`src/hw/rtl/sts_pkg.sv`:
```
// ----------------------------------------------------------------------------
// sts_pkg - shared types and constants for the sine series block
// Field widths, fixed-point constants and the control structs passed between
// the sequencer and the top level.
// ----------------------------------------------------------------------------
package sts_pkg;

   localparam int ANGLE_W     = 16;
   localparam int SUM_W       = 32;
   localparam int CNT_W       = 4;
   localparam int MAG_W       = 15;
   localparam int XM_W        = 30;
   localparam int OPA_W       = 34;
   localparam int OPB_W       = 32;
   localparam int PROD_W      = OPA_W + OPB_W;
   localparam int FRAC_BITS   = 28;
   localparam int RECIP_SHIFT = 34;
   localparam int NUM_W       = 48;
   localparam int DIV_W       = 18;
   localparam int DEG_SHIFT   = 14;

   localparam logic signed [ANGLE_W-1:0] ANGLE_LIMIT      = 16'sd23040;
   localparam logic [CNT_W-1:0]          TERM_COUNT_RESET = 4'd5;

   // degrees (1/128) to Q3.28 radians: am * 314159 * 2^14 / 140625
   localparam logic [OPB_W-1:0] DEG_SCALE = 32'd314159;
   localparam logic [DIV_W-1:0] DEG_DIV   = 18'd140625;
   localparam logic [OPB_W-1:0] DEG_RECIP =
      OPB_W'((66'd1 << (RECIP_SHIFT + DEG_SHIFT)) / 66'd140625);

   typedef struct packed {
      logic start;
      logic out_free;
   } sts_ctrl_type;

   typedef struct packed {
      logic busy;
      logic done;
   } sts_stat_type;

endpackage

```
`src/hw/rtl/sts_mul.sv`:
```
// ----------------------------------------------------------------------------
// sts_mul - shared registered multiplier
// Unsigned 34 x 32 product, registered; every step of the series runs here.
// ----------------------------------------------------------------------------
module sts_mul (
   input  logic                         clock,
   input  logic [sts_pkg::OPA_W-1:0]    mul_a,
   input  logic [sts_pkg::OPB_W-1:0]    mul_b,
   output logic [sts_pkg::PROD_W-1:0]   prod
);
   import sts_pkg::*;

   logic [PROD_W-1:0] prod_ff;
   logic [PROD_W-1:0] prod_in;

   assign prod_in = PROD_W'(mul_a) * PROD_W'(mul_b);

   always_ff @(posedge clock) begin
      prod_ff <= prod_in;
   end

   assign prod = prod_ff;

endmodule

```
`src/hw/rtl/sts_core.sv`:
```
// ----------------------------------------------------------------------------
// sts_core - series sequencer
// Steps the shared multiplier through angle scaling and each Taylor term.
// Division by a constant is a reciprocal multiply plus one correction step.
// ----------------------------------------------------------------------------
module sts_core #(
   parameter int MAX_TERMS = 15
) (
   input  logic                                  clock,
   input  logic                                  reset,
   input  sts_pkg::sts_ctrl_type                 ctl,
   input  logic [sts_pkg::MAG_W-1:0]             angle_mag,
   input  logic                                  angle_neg,
   input  logic [$clog2(MAX_TERMS+1)-1:0]        n_terms,
   output sts_pkg::sts_stat_type                 stat,
   output logic signed [sts_pkg::SUM_W-1:0]      sum,
   output logic [sts_pkg::OPA_W-1:0]             mul_a,
   output logic [sts_pkg::OPB_W-1:0]             mul_b,
   input  logic [sts_pkg::PROD_W-1:0]            prod
);
   import sts_pkg::*;

   localparam int IW = $clog2(MAX_TERMS+1);

   localparam logic [2:0] ST_IDLE  = 3'd0;
   localparam logic [2:0] ST_SCALE = 3'd1;
   localparam logic [2:0] ST_RECIP = 3'd2;
   localparam logic [2:0] ST_CHECK = 3'd3;
   localparam logic [2:0] ST_FIX   = 3'd4;
   localparam logic [2:0] ST_MUL1  = 3'd5;
   localparam logic [2:0] ST_MUL2  = 3'd6;
   localparam logic [2:0] ST_DONE  = 3'd7;

   localparam logic signed [SUM_W+1:0] SUM_MAX = 34'sd2147483647;
   localparam logic signed [SUM_W+1:0] SUM_MIN = -34'sd2147483648;

   // per-term divisor (2i)(2i+1) and floor(2^34 / divisor)
   logic [DIV_W-1:0] div_tab   [1:MAX_TERMS];
   logic [OPB_W-1:0] recip_tab [1:MAX_TERMS];

   for (genvar g = 1; g <= MAX_TERMS; g++) begin : g_tab
      localparam longint unsigned DV = 64'(2 * g) * 64'(2 * g + 1);
      localparam longint unsigned RV = (64'd1 << RECIP_SHIFT) / DV;
      assign div_tab[g]   = DIV_W'(DV);
      assign recip_tab[g] = OPB_W'(RV);
   end

   logic [2:0]           state_ff, state_in;
   logic                 conv_ff, conv_in;
   logic [IW-1:0]        i_ff, i_in;
   logic [IW-1:0]        n_ff, n_in;
   logic                 acc_en_ff, acc_en_in;
   logic [MAG_W-1:0]     am_ff, am_in;
   logic                 neg_ff, neg_in;
   logic [NUM_W-1:0]     num_ff, num_in;
   logic [OPB_W-1:0]     q0_ff, q0_in;
   logic [XM_W-1:0]      xm_ff, xm_in;
   logic [SUM_W-1:0]     tm_ff, tm_in;
   logic                 tneg_ff, tneg_in;
   logic signed [SUM_W-1:0] sum_ff, sum_in;

   logic [DIV_W-1:0]     div_sel;
   logic [OPB_W-1:0]     recip_sel;
   logic [NUM_W-1:0]     rem;
   logic                 inc;
   logic [OPB_W:0]       q_fix;
   logic signed [SUM_W+1:0] term_s;
   logic signed [SUM_W+1:0] sum_tot;
   logic signed [SUM_W-1:0] sum_acc;
   logic signed [SUM_W-1:0] x_s;

   assign div_sel   = conv_ff ? DEG_DIV   : div_tab[i_ff];
   assign recip_sel = conv_ff ? DEG_RECIP : recip_tab[i_ff];

   // quotient estimate is low by at most one
   assign rem   = num_ff - prod[NUM_W-1:0];
   assign inc   = (rem >= NUM_W'(div_sel));
   assign q_fix = {1'b0, q0_ff} + (OPB_W+1)'(inc);

   assign x_s = neg_ff ? -$signed({2'b00, q_fix[XM_W-1:0]})
                       :  $signed({2'b00, q_fix[XM_W-1:0]});

   assign term_s  = tneg_ff ? -$signed({2'b00, tm_ff}) : $signed({2'b00, tm_ff});
   assign sum_tot = $signed({{2{sum_ff[SUM_W-1]}}, sum_ff}) + term_s;

   always_comb begin
      if (!acc_en_ff) begin
         sum_acc = sum_ff;
      end else if (sum_tot > SUM_MAX) begin
         sum_acc = SUM_MAX[SUM_W-1:0];
      end else if (sum_tot < SUM_MIN) begin
         sum_acc = SUM_MIN[SUM_W-1:0];
      end else begin
         sum_acc = sum_tot[SUM_W-1:0];
      end
   end

   always_comb begin
      state_in  = state_ff;
      conv_in   = conv_ff;
      i_in      = i_ff;
      n_in      = n_ff;
      acc_en_in = acc_en_ff;
      am_in     = am_ff;
      neg_in    = neg_ff;
      num_in    = num_ff;
      q0_in     = q0_ff;
      xm_in     = xm_ff;
      tm_in     = tm_ff;
      tneg_in   = tneg_ff;
      sum_in    = sum_ff;
      mul_a     = '0;
      mul_b     = '0;
      stat.busy = (state_ff != ST_IDLE);
      stat.done = 1'b0;

      case (state_ff)
         ST_IDLE: begin
            if (ctl.start) begin
               am_in     = angle_mag;
               neg_in    = angle_neg;
               n_in      = n_terms;
               i_in      = IW'(1);
               conv_in   = 1'b1;
               acc_en_in = 1'b0;
               state_in  = ST_SCALE;
            end
         end
         ST_SCALE: begin
            mul_a    = OPA_W'(am_ff);
            mul_b    = DEG_SCALE;
            state_in = ST_RECIP;
         end
         ST_RECIP: begin
            if (conv_ff) begin
               mul_a  = prod[OPA_W-1:0];
               num_in = {prod[NUM_W-DEG_SHIFT-1:0], {DEG_SHIFT{1'b0}}};
            end else begin
               mul_a  = prod[FRAC_BITS +: OPA_W];
               num_in = NUM_W'(prod[FRAC_BITS +: OPA_W]);
            end
            mul_b    = recip_sel;
            state_in = ST_CHECK;
         end
         ST_CHECK: begin
            q0_in    = prod[RECIP_SHIFT +: OPB_W];
            mul_a    = OPA_W'(prod[RECIP_SHIFT +: OPB_W]);
            mul_b    = OPB_W'(div_sel);
            state_in = ST_FIX;
         end
         ST_FIX: begin
            if (conv_ff) begin
               xm_in     = q_fix[XM_W-1:0];
               tm_in     = SUM_W'(q_fix[XM_W-1:0]);
               tneg_in   = neg_ff;
               sum_in    = x_s;
               conv_in   = 1'b0;
               acc_en_in = 1'b0;
               state_in  = (n_ff == '0) ? ST_DONE : ST_MUL1;
            end else begin
               tneg_in = ~tneg_ff;
               if (!tneg_ff) begin
                  tm_in = (q_fix > 33'h0_8000_0000) ? 32'h8000_0000 : q_fix[SUM_W-1:0];
               end else begin
                  tm_in = (q_fix > 33'h0_7fff_ffff) ? 32'h7fff_ffff : q_fix[SUM_W-1:0];
               end
               acc_en_in = 1'b1;
               if (i_ff == n_ff) begin
                  state_in = ST_DONE;
               end else begin
                  i_in     = i_ff + IW'(1);
                  state_in = ST_MUL1;
               end
            end
         end
         ST_MUL1: begin
            // previous term joins the sum while the next one starts
            if (acc_en_ff) begin
               sum_in    = sum_acc;
               acc_en_in = 1'b0;
            end
            mul_a    = OPA_W'(tm_ff);
            mul_b    = OPB_W'(xm_ff);
            state_in = ST_MUL2;
         end
         ST_MUL2: begin
            mul_a    = prod[FRAC_BITS +: OPA_W];
            mul_b    = OPB_W'(xm_ff);
            state_in = ST_RECIP;
         end
         ST_DONE: begin
            sum_in    = sum_acc;
            acc_en_in = 1'b0;
            if (ctl.out_free) begin
               stat.done = 1'b1;
               state_in  = ST_IDLE;
            end
         end
         default: begin
            state_in = ST_IDLE;
         end
      endcase
   end

   assign sum = sum_acc;

   always_ff @(posedge clock) begin
      if (reset) begin
         state_ff  <= ST_IDLE;
         conv_ff   <= 1'b0;
         i_ff      <= IW'(1);
         n_ff      <= '0;
         acc_en_ff <= 1'b0;
      end else begin
         state_ff  <= state_in;
         conv_ff   <= conv_in;
         i_ff      <= i_in;
         n_ff      <= n_in;
         acc_en_ff <= acc_en_in;
      end
   end

   always_ff @(posedge clock) begin
      am_ff   <= am_in;
      neg_ff  <= neg_in;
      num_ff  <= num_in;
      q0_ff   <= q0_in;
      xm_ff   <= xm_in;
      tm_ff   <= tm_in;
      tneg_ff <= tneg_in;
      sum_ff  <= sum_in;
   end

   a_rem_bound: assert property (@(posedge clock) disable iff (reset)
      (state_ff == ST_FIX) |-> (rem < (NUM_W'(div_sel) << 1)))
      else $error("reciprocal quotient off by more than one");

   a_term_index: assert property (@(posedge clock) disable iff (reset)
      (state_ff == ST_MUL1 || state_ff == ST_MUL2) |-> (i_ff != '0 && i_ff <= n_ff))
      else $error("term index out of range");

   a_done_clean: assert property (@(posedge clock) disable iff (reset)
      stat.done |=> (state_ff == ST_IDLE && !acc_en_ff))
      else $error("sequencer did not return to idle after result");

endmodule

```
`src/hw/rtl/sine_taylor_series.sv`:
```
// ----------------------------------------------------------------------------
// sine_taylor_series - sine of an angle by a truncated Taylor series
// Angle in 1/128 degree in, series sum in signed Q3.28 out.
//
//   channel  direction  handshake           payload
//   req      in         req_valid/req_stall req_angle_degrees [15:0] signed
//   rsp      out        rsp_valid/rsp_stall rsp_sine_sum      [31:0] signed
//   csr      in         csr_wr_en           csr_wr_data       [3:0] term_count
//
// An item runs n = min(term_count, MAX_TERMS) terms after the first. Every step
// goes through the one registered multiplier: SCALE, RECIP, CHECK and FIX scale
// the angle, MUL1, MUL2, RECIP, CHECK and FIX form each term, and DONE hands
// over the sum. The next item is accepted once the sequencer is back in IDLE.
// req_stall is high while an item is in work; a result waiting on rsp_stall
// does not block the next item until that one finishes.
// Reset is synchronous and sets term_count to 5.
// ----------------------------------------------------------------------------
module sine_taylor_series #(
   parameter int MAX_TERMS = 15
) (
   input  logic                                clock,
   input  logic                                reset,
   input  logic                                req_valid,
   output logic                                req_stall,
   input  logic signed [sts_pkg::ANGLE_W-1:0]  req_angle_degrees,
   output logic                                rsp_valid,
   input  logic                                rsp_stall,
   output logic signed [sts_pkg::SUM_W-1:0]    rsp_sine_sum,
   input  logic                                csr_wr_en,
   input  logic [sts_pkg::CNT_W-1:0]           csr_wr_data
);
   import sts_pkg::*;

   localparam int IW = $clog2(MAX_TERMS+1);

   logic [CNT_W-1:0]        csr_term_count_ff, csr_term_count_in;
   logic                    rsp_valid_ff, rsp_valid_in;
   logic signed [SUM_W-1:0] rsp_sine_sum_ff, rsp_sine_sum_in;

   sts_ctrl_type            ctl;
   sts_stat_type            stat;
   logic [MAG_W-1:0]        angle_mag;
   logic                    angle_neg;
   logic [IW-1:0]           n_terms;
   logic signed [SUM_W-1:0] core_sum;
   logic [OPA_W-1:0]        mul_a;
   logic [OPB_W-1:0]        mul_b;
   logic [PROD_W-1:0]       prod;

   assign req_stall    = stat.busy;
   assign ctl.start    = req_valid && !req_stall;
   assign ctl.out_free = !rsp_valid_ff || !rsp_stall;

   // clamp to +/-180 degrees and split into sign and magnitude
   always_comb begin
      angle_neg = (req_angle_degrees < 0);
      if (req_angle_degrees > ANGLE_LIMIT || req_angle_degrees < -ANGLE_LIMIT) begin
         angle_mag = MAG_W'(ANGLE_LIMIT);
      end else if (angle_neg) begin
         angle_mag = MAG_W'(-req_angle_degrees);
      end else begin
         angle_mag = MAG_W'(req_angle_degrees);
      end
   end

   assign n_terms = (int'(csr_term_count_ff) < MAX_TERMS) ? IW'(csr_term_count_ff)
                                                         : IW'(MAX_TERMS);

   assign csr_term_count_in = csr_wr_en ? csr_wr_data : csr_term_count_ff;

   always_comb begin
      rsp_valid_in    = rsp_valid_ff;
      rsp_sine_sum_in = rsp_sine_sum_ff;
      if (stat.done) begin
         rsp_valid_in    = 1'b1;
         rsp_sine_sum_in = core_sum;
      end else if (rsp_valid_ff && !rsp_stall) begin
         rsp_valid_in = 1'b0;
      end
   end

   always_ff @(posedge clock) begin
      if (reset) begin
         csr_term_count_ff <= TERM_COUNT_RESET;
         rsp_valid_ff      <= 1'b0;
      end else begin
         csr_term_count_ff <= csr_term_count_in;
         rsp_valid_ff      <= rsp_valid_in;
      end
   end

   always_ff @(posedge clock) begin
      rsp_sine_sum_ff <= rsp_sine_sum_in;
   end

   assign rsp_valid    = rsp_valid_ff;
   assign rsp_sine_sum = rsp_sine_sum_ff;

   sts_core #(
      .MAX_TERMS (MAX_TERMS)
   ) u_core (
      .clock     (clock),
      .reset     (reset),
      .ctl       (ctl),
      .angle_mag (angle_mag),
      .angle_neg (angle_neg),
      .n_terms   (n_terms),
      .stat      (stat),
      .sum       (core_sum),
      .mul_a     (mul_a),
      .mul_b     (mul_b),
      .prod      (prod)
   );

   sts_mul u_mul (
      .clock (clock),
      .mul_a (mul_a),
      .mul_b (mul_b),
      .prod  (prod)
   );

   a_accept_busy: assert property (@(posedge clock) disable iff (reset)
      ctl.start |=> req_stall)
      else $error("item accepted but block not busy");

endmodule

```
`config.mk`:
```
export PLATFORM = sky130hd
export DESIGN_NAME = sine_taylor_series
export DESIGN_NICKNAME = d
export VERILOG_FILES = /design/src/hw/rtl/sts_pkg.sv /design/src/hw/rtl/sts_mul.sv /design/src/hw/rtl/sts_core.sv /design/src/hw/rtl/sine_taylor_series.sv
export SDC_FILE = /design/constraint.sdc
export NUM_CORES = 2
export LEC_CHECK = 0
export ABC_AREA = 1
export BUFFER_PORTS_ARGS = -buffer_cell sky130_fd_sc_hd__buf_2
export CAP_MARGIN = 15
export CORE_AREA = 2 2 340 308
export DETAILED_ROUTE_END_ITERATION = 8
export DIE_AREA = 0 0 342 310
export GPL_ROUTABILITY_DRIVEN = 1
export PLACE_DENSITY = 0.85
export SLEW_MARGIN = 10
export SYNTH_ARGS = -nofsm -noshare
export SYNTH_HDL_FRONTEND = slang
export SYNTH_HIERARCHICAL = 1
export SYNTH_SLANG_ARGS = --single-unit
export TNS_END_PERCENT = 5
```
`constraint.sdc`:
```
create_clock -name clock -period 12 [get_ports clock]
set_input_delay 2.4 -clock clock [delete_from_list [all_inputs] [get_ports clock]]
set_output_delay 2.4 -clock clock [all_outputs]
set_load 0.01 [all_outputs]
```
==> metrics.md <==
| Metric | Value |
|---|---|
| Design Area, Final | `63200 µm²` |
| Max_slew headroom | `between 10% and 20%` |
| Overall fraction of global-route tracks in use | `42.0%` |
| Met3 Use GR | `about 13%` |
| Die H | `around 310 µm` |
| Initial antenna violation count | `7` |
| Synthesized area | `around 60000 µm²` |
| Setup TNS | `0 ps` |
| Outcome | `finished, final reports clean` |
| CTS root buffer | `clkbuf_16` |
| Most used DFF post-synth | `edfxtp_1` |
| Row count | `112` |
| Max-slew violations | `0` |
| Detail Route Antenna Nets | `0` |
| Die width | `between 300 and 400 µm` |
| H-tree depth | `2` |
| CP Buf/Inv Count | `7` |
| First-pass GRT wire length | `about 330000 µm` |
| RSZ-0062 raised after global routing | `no` |
| Gr busiest metal | `met2` |
| Combinational share of power | `between 60% and 70%` |
| Register-to-Register Path Depth | `29` |
| Peak supply drop | `~0.13 mV` |
| Slowest cell on crit path | `nand2_1` |
| Worst setup path endpoint | `u_mul/prod[51]$_DFF_P_` |
| Placer's final routability congestion estimate | `between 1 and 1.5` |
| Ys async rst share | `0%` |
| Routing usage on met2 | `between 60 and 70%` |
| P_leak | `roughly 36 nW` |
| Clock slew at reported path FFs | `70 ps` |
| FF-to-FF setup slack | `1930 ps` |
| Total number of vias | `54100` |
| Routed wire length | `222000 µm` |
| Most used cell, CP | `fa_1` |
| CTS tree | `yes` |
| Sw frac | `between 50% and 60%` |
| P_sw | `about 5.0 mW` |
| Kind of critical path | `reg -> reg` |
| Post-synthesis sequential area ratio | `14.0%` |
| Core area | `103000 µm²` |
| Final core occ | `between 60 and 70%` |
| Clock power share | `a little over an eighth` |
| WP depth | `29` |
| # IOs | `slightly below 60` |
| Fin. Hold Viols | `0` |
| Slowest Stage Delay on Critical Path | `about 940 ps` |
| Port Buffers | `58` |
| Max Cap Viol | `0` |
| Crit path max-delay family | `adder cells` |
| Synth cell types | `65` |
| CTS sink cnt | `roughly 300` |
| Layout fillers | `a little over 9000` |
| Setup violations, final | `0` |
| Synthesis Warnings | `6` |
| Die area | `roughly 110000 µm²` |
| CP Capture Type | `register` |
| Share of layout cells above drive strength 1 | `between 5 and 6%` |
| Multi-input logic area | `42700 µm²` |
| Critical Path RT | `between 10000 and 15000 ps` |
| Cell internal pwr | `3.64 mW` |
| WL per Instance | `23.4 µm` |
| Startpoint Class | `register` |
| Worst-Skew Late Latency | `570 ps` |
| Deepest clock path buffer count | `3` |
| Worst hold path type | `reg -> reg` |
| Hold_ws | `about 450 ps` |
| Grt ovf | `0` |
| CTS buffer count | `36` |
| PwrDens | `around 140 nW/µm²` |
| Area post-placement | `slightly above 60000 µm²` |
| Synth Register Bits | `~300` |
| Largest net degree at the start of global routing | `59` |
| Critical path arrival | `roughly 11000 ps` |
| Crit share post-route | `between 80% and 90%` |
| Syn Area/Cell | `approximately 7.3 µm²` |
| GR Util met1 | `between 50 and 60%` |
| Area growth, synth to finish | `5.31%` |
| Residual DRC | `0` |
| Worst r2r src | `u_core/state_ff[1]$_SDFFE_PP0P_` |
| Worst setup margin | `1930 ps` |
| Worst-Margin Slew | `1240 ps` |
| Drt via density | `approximately 5.7` |
| Synthesized instance count | `~8200` |
| DRT iter0 DRCs | `6713` |
| Number of post-CTS setup repair buffers | `0` |
| FF-to-FF End | `u_mul/prod[51]$_DFF_P_` |
| Sequential cell area | `roughly 8400 µm²` |
| Worst slack at placement | `2280 ps` |
| Syn_nets | `9546` |
| DRT Pass-1 Iters | `7` |
| Vias in the first global route | `54000` |
| Largest fanout on the critical path | `30` |
| Starting Density | `58.3%` |
| EDFF count, synth | `223` |
| CP startpoint | `u_core/state_ff[1]$_SDFFE_PP0P_` |
| Post-CTS resize count | `0` |
| Nets | `around 9500` |
| Fmax | `roughly 100 MHz` |
| Placed wire-length estimate | `around 180000 µm` |
| Hold Buf Count CTS | `0` |
| Clk_skew | `approximately 32 ps` |
| Tmin final | `between 10000 and 15000 ps` |
| Flop pwr share | `~18%` |
==> power by group through the flow <==
stage | clock network, mW | logic (mW) | registers, mW
after CTS | 1.13 | 5.71 | 1.54
after detailed placement | 0 | 5.68 | 1.56
after global placement | 0 | 5.58 | 1.56
after floorplan | 0 | 3.59 | 1.43
after global routing | 1.17 | 6.33 | 1.55
final | 1.13 | 5.94 | 1.55
==> routing by layer <==
layer	part of all wire (%)	up-vias	routed length (µm)
met2	42	3431	93000
met4	5.5	4	12100
met1	39	26100	87400
li1	-	23800	-
met5	0.010	-	23
met3	13	775	29400
==> cell usage after synthesis (13+ instances only) <==
| library cell | instances | area, µm² |
|---|---|---|
| o22ai_1 | 22 | 138 |
| nand4_1 | 49 | 307 |
| nor2_1 | 382 | 1430 |
| o21ai_0 | 158 | 791 |
| xnor2_1 | 23 | 201 |
| nand3_1 | 229 | 1150 |
| dfxtp_1 | 84 | 1680 |
| inv_1 | 2111 | 7920 |
| a221oi_1 | 18 | 158 |
| ha_1 | 378 | 4730 |
| inv_2 | 15 | 56.3 |
| a21boi_0 | 32 | 240 |
| xor2_1 | 120 | 1050 |
| nor3_1 | 45 | 225 |
| o21bai_1 | 18 | 135 |
| a21oi_1 | 182 | 911 |
| o2111ai_1 | 14 | 123 |
| a21oi_2 | 13 | 114 |
| a21o_1 | 13 | 97.6 |
| o211ai_1 | 20 | 150 |
| edfxtp_1 | 223 | 6700 |
| nand2_1 | 2551 | 9580 |
| clkbuf_1 | 281 | 1050 |
| nor2_2 | 31 | 194 |
| nand2_2 | 33 | 206 |
| or2_2 | 36 | 225 |
| fa_1 | 958 | 19200 |
==> registers in the layout, summed over array words and instances (netlist names) <==
name               flops
csr_term_count_ff      4
rsp_sine_sum          32
rsp_valid              1
u_core/acc_en_ff       1
u_core/am_ff          15
u_core/conv_ff         1
u_core/i_ff            4
u_core/n_ff            4
u_core/neg_ff          1
u_core/num_ff         48
u_core/q0_ff          32
u_core/state_ff        3
u_core/sum_ff         32
u_core/tm_ff          32
u_core/tneg_ff         1
u_core/xm_ff          30
u_mul/prod            66
==> how the worst min path moves through the flow <==
stage                                start                         end  slack (ps)  depth (start not counted)
floorplan           u_mul/prod[45]$_DFF_P_  u_core/q0_ff[11]$_DFFE_PN_         410                          0
global placement    u_mul/prod[45]$_DFF_P_  u_core/q0_ff[11]$_DFFE_PN_         430                          0
detailed placement  u_mul/prod[45]$_DFF_P_  u_core/q0_ff[11]$_DFFE_PN_         430                          0
CTS                 u_mul/prod[45]$_DFF_P_  u_core/q0_ff[11]$_DFFE_PN_         450                          0
global route        u_mul/prod[45]$_DFF_P_  u_core/q0_ff[11]$_DFFE_PN_         470                          0
finish              u_mul/prod[45]$_DFF_P_  u_core/q0_ff[11]$_DFFE_PN_         450                          0
==> stage by stage <==
stage,power (mW),std cells
floorplan,5.02,8185
global placement,7.14,9419
detailed placement,7.23,9419
CTS,8.38,9485
global route,9.05,9487
finish,8.61,9490
==> kinds of logic after synthesis <==
logic type | Yosys count | share of synthesized area, %
AO/OA/AOI/OAI | 533 | 5.32
XOR/XNOR | 149 | 2.27
adder cells (fa/ha/maj) | 1336 | 39.9
buffers and inverters | 2442 | 15.4
flip-flops | 307 | 14.0
AND/OR/NAND/NOR | 3418 | 23.2
==> placed cells by master, fill, tap and decap left out, types with 17 or more instances in the layout <==
| cell type | netlist | layout |
|---|---|---|
| xnor2_1 | 23 | 23 |
| nor3_1 | 45 | 45 |
| ha_1 | 378 | 378 |
| edfxtp_1 | 223 | 223 |
| clkbuf_16 | 0 | 37 |
| nand3_1 | 229 | 229 |
| o21bai_1 | 18 | 18 |
| nand2_2 | 33 | 33 |
| nand4_1 | 49 | 49 |
| nand2_1 | 2551 | 2551 |
| or2_2 | 36 | 36 |
| o211ai_1 | 20 | 20 |
| fa_1 | 958 | 958 |
| nor2_1 | 382 | 377 |
| buf_4 | 5 | 112 |
| a221oi_1 | 18 | 17 |
| nor2_2 | 31 | 34 |
| dfxtp_1 | 84 | 83 |
| inv_1 | 2111 | 2111 |
| a21boi_0 | 32 | 32 |
| o22ai_1 | 22 | 20 |
| xor2_1 | 120 | 120 |
| buf_2 | 2 | 58 |
| o21ai_0 | 158 | 146 |
| a21oi_1 | 182 | 182 |
==> layout make-up <==
class | instances | area share (%)
multi-input cells | 5436 | 67.5
flip-flops and latches | 307 | 13.3
inverters | 2135 | 12.7
well taps | 1368 | 2.71
repair buffers | 175 | 1.95
clock buffers | 45 | 1.53
clock inverters | 21 | 0.295
diodes | 3 | 0.0119
(Power assumes the default switching activity.)
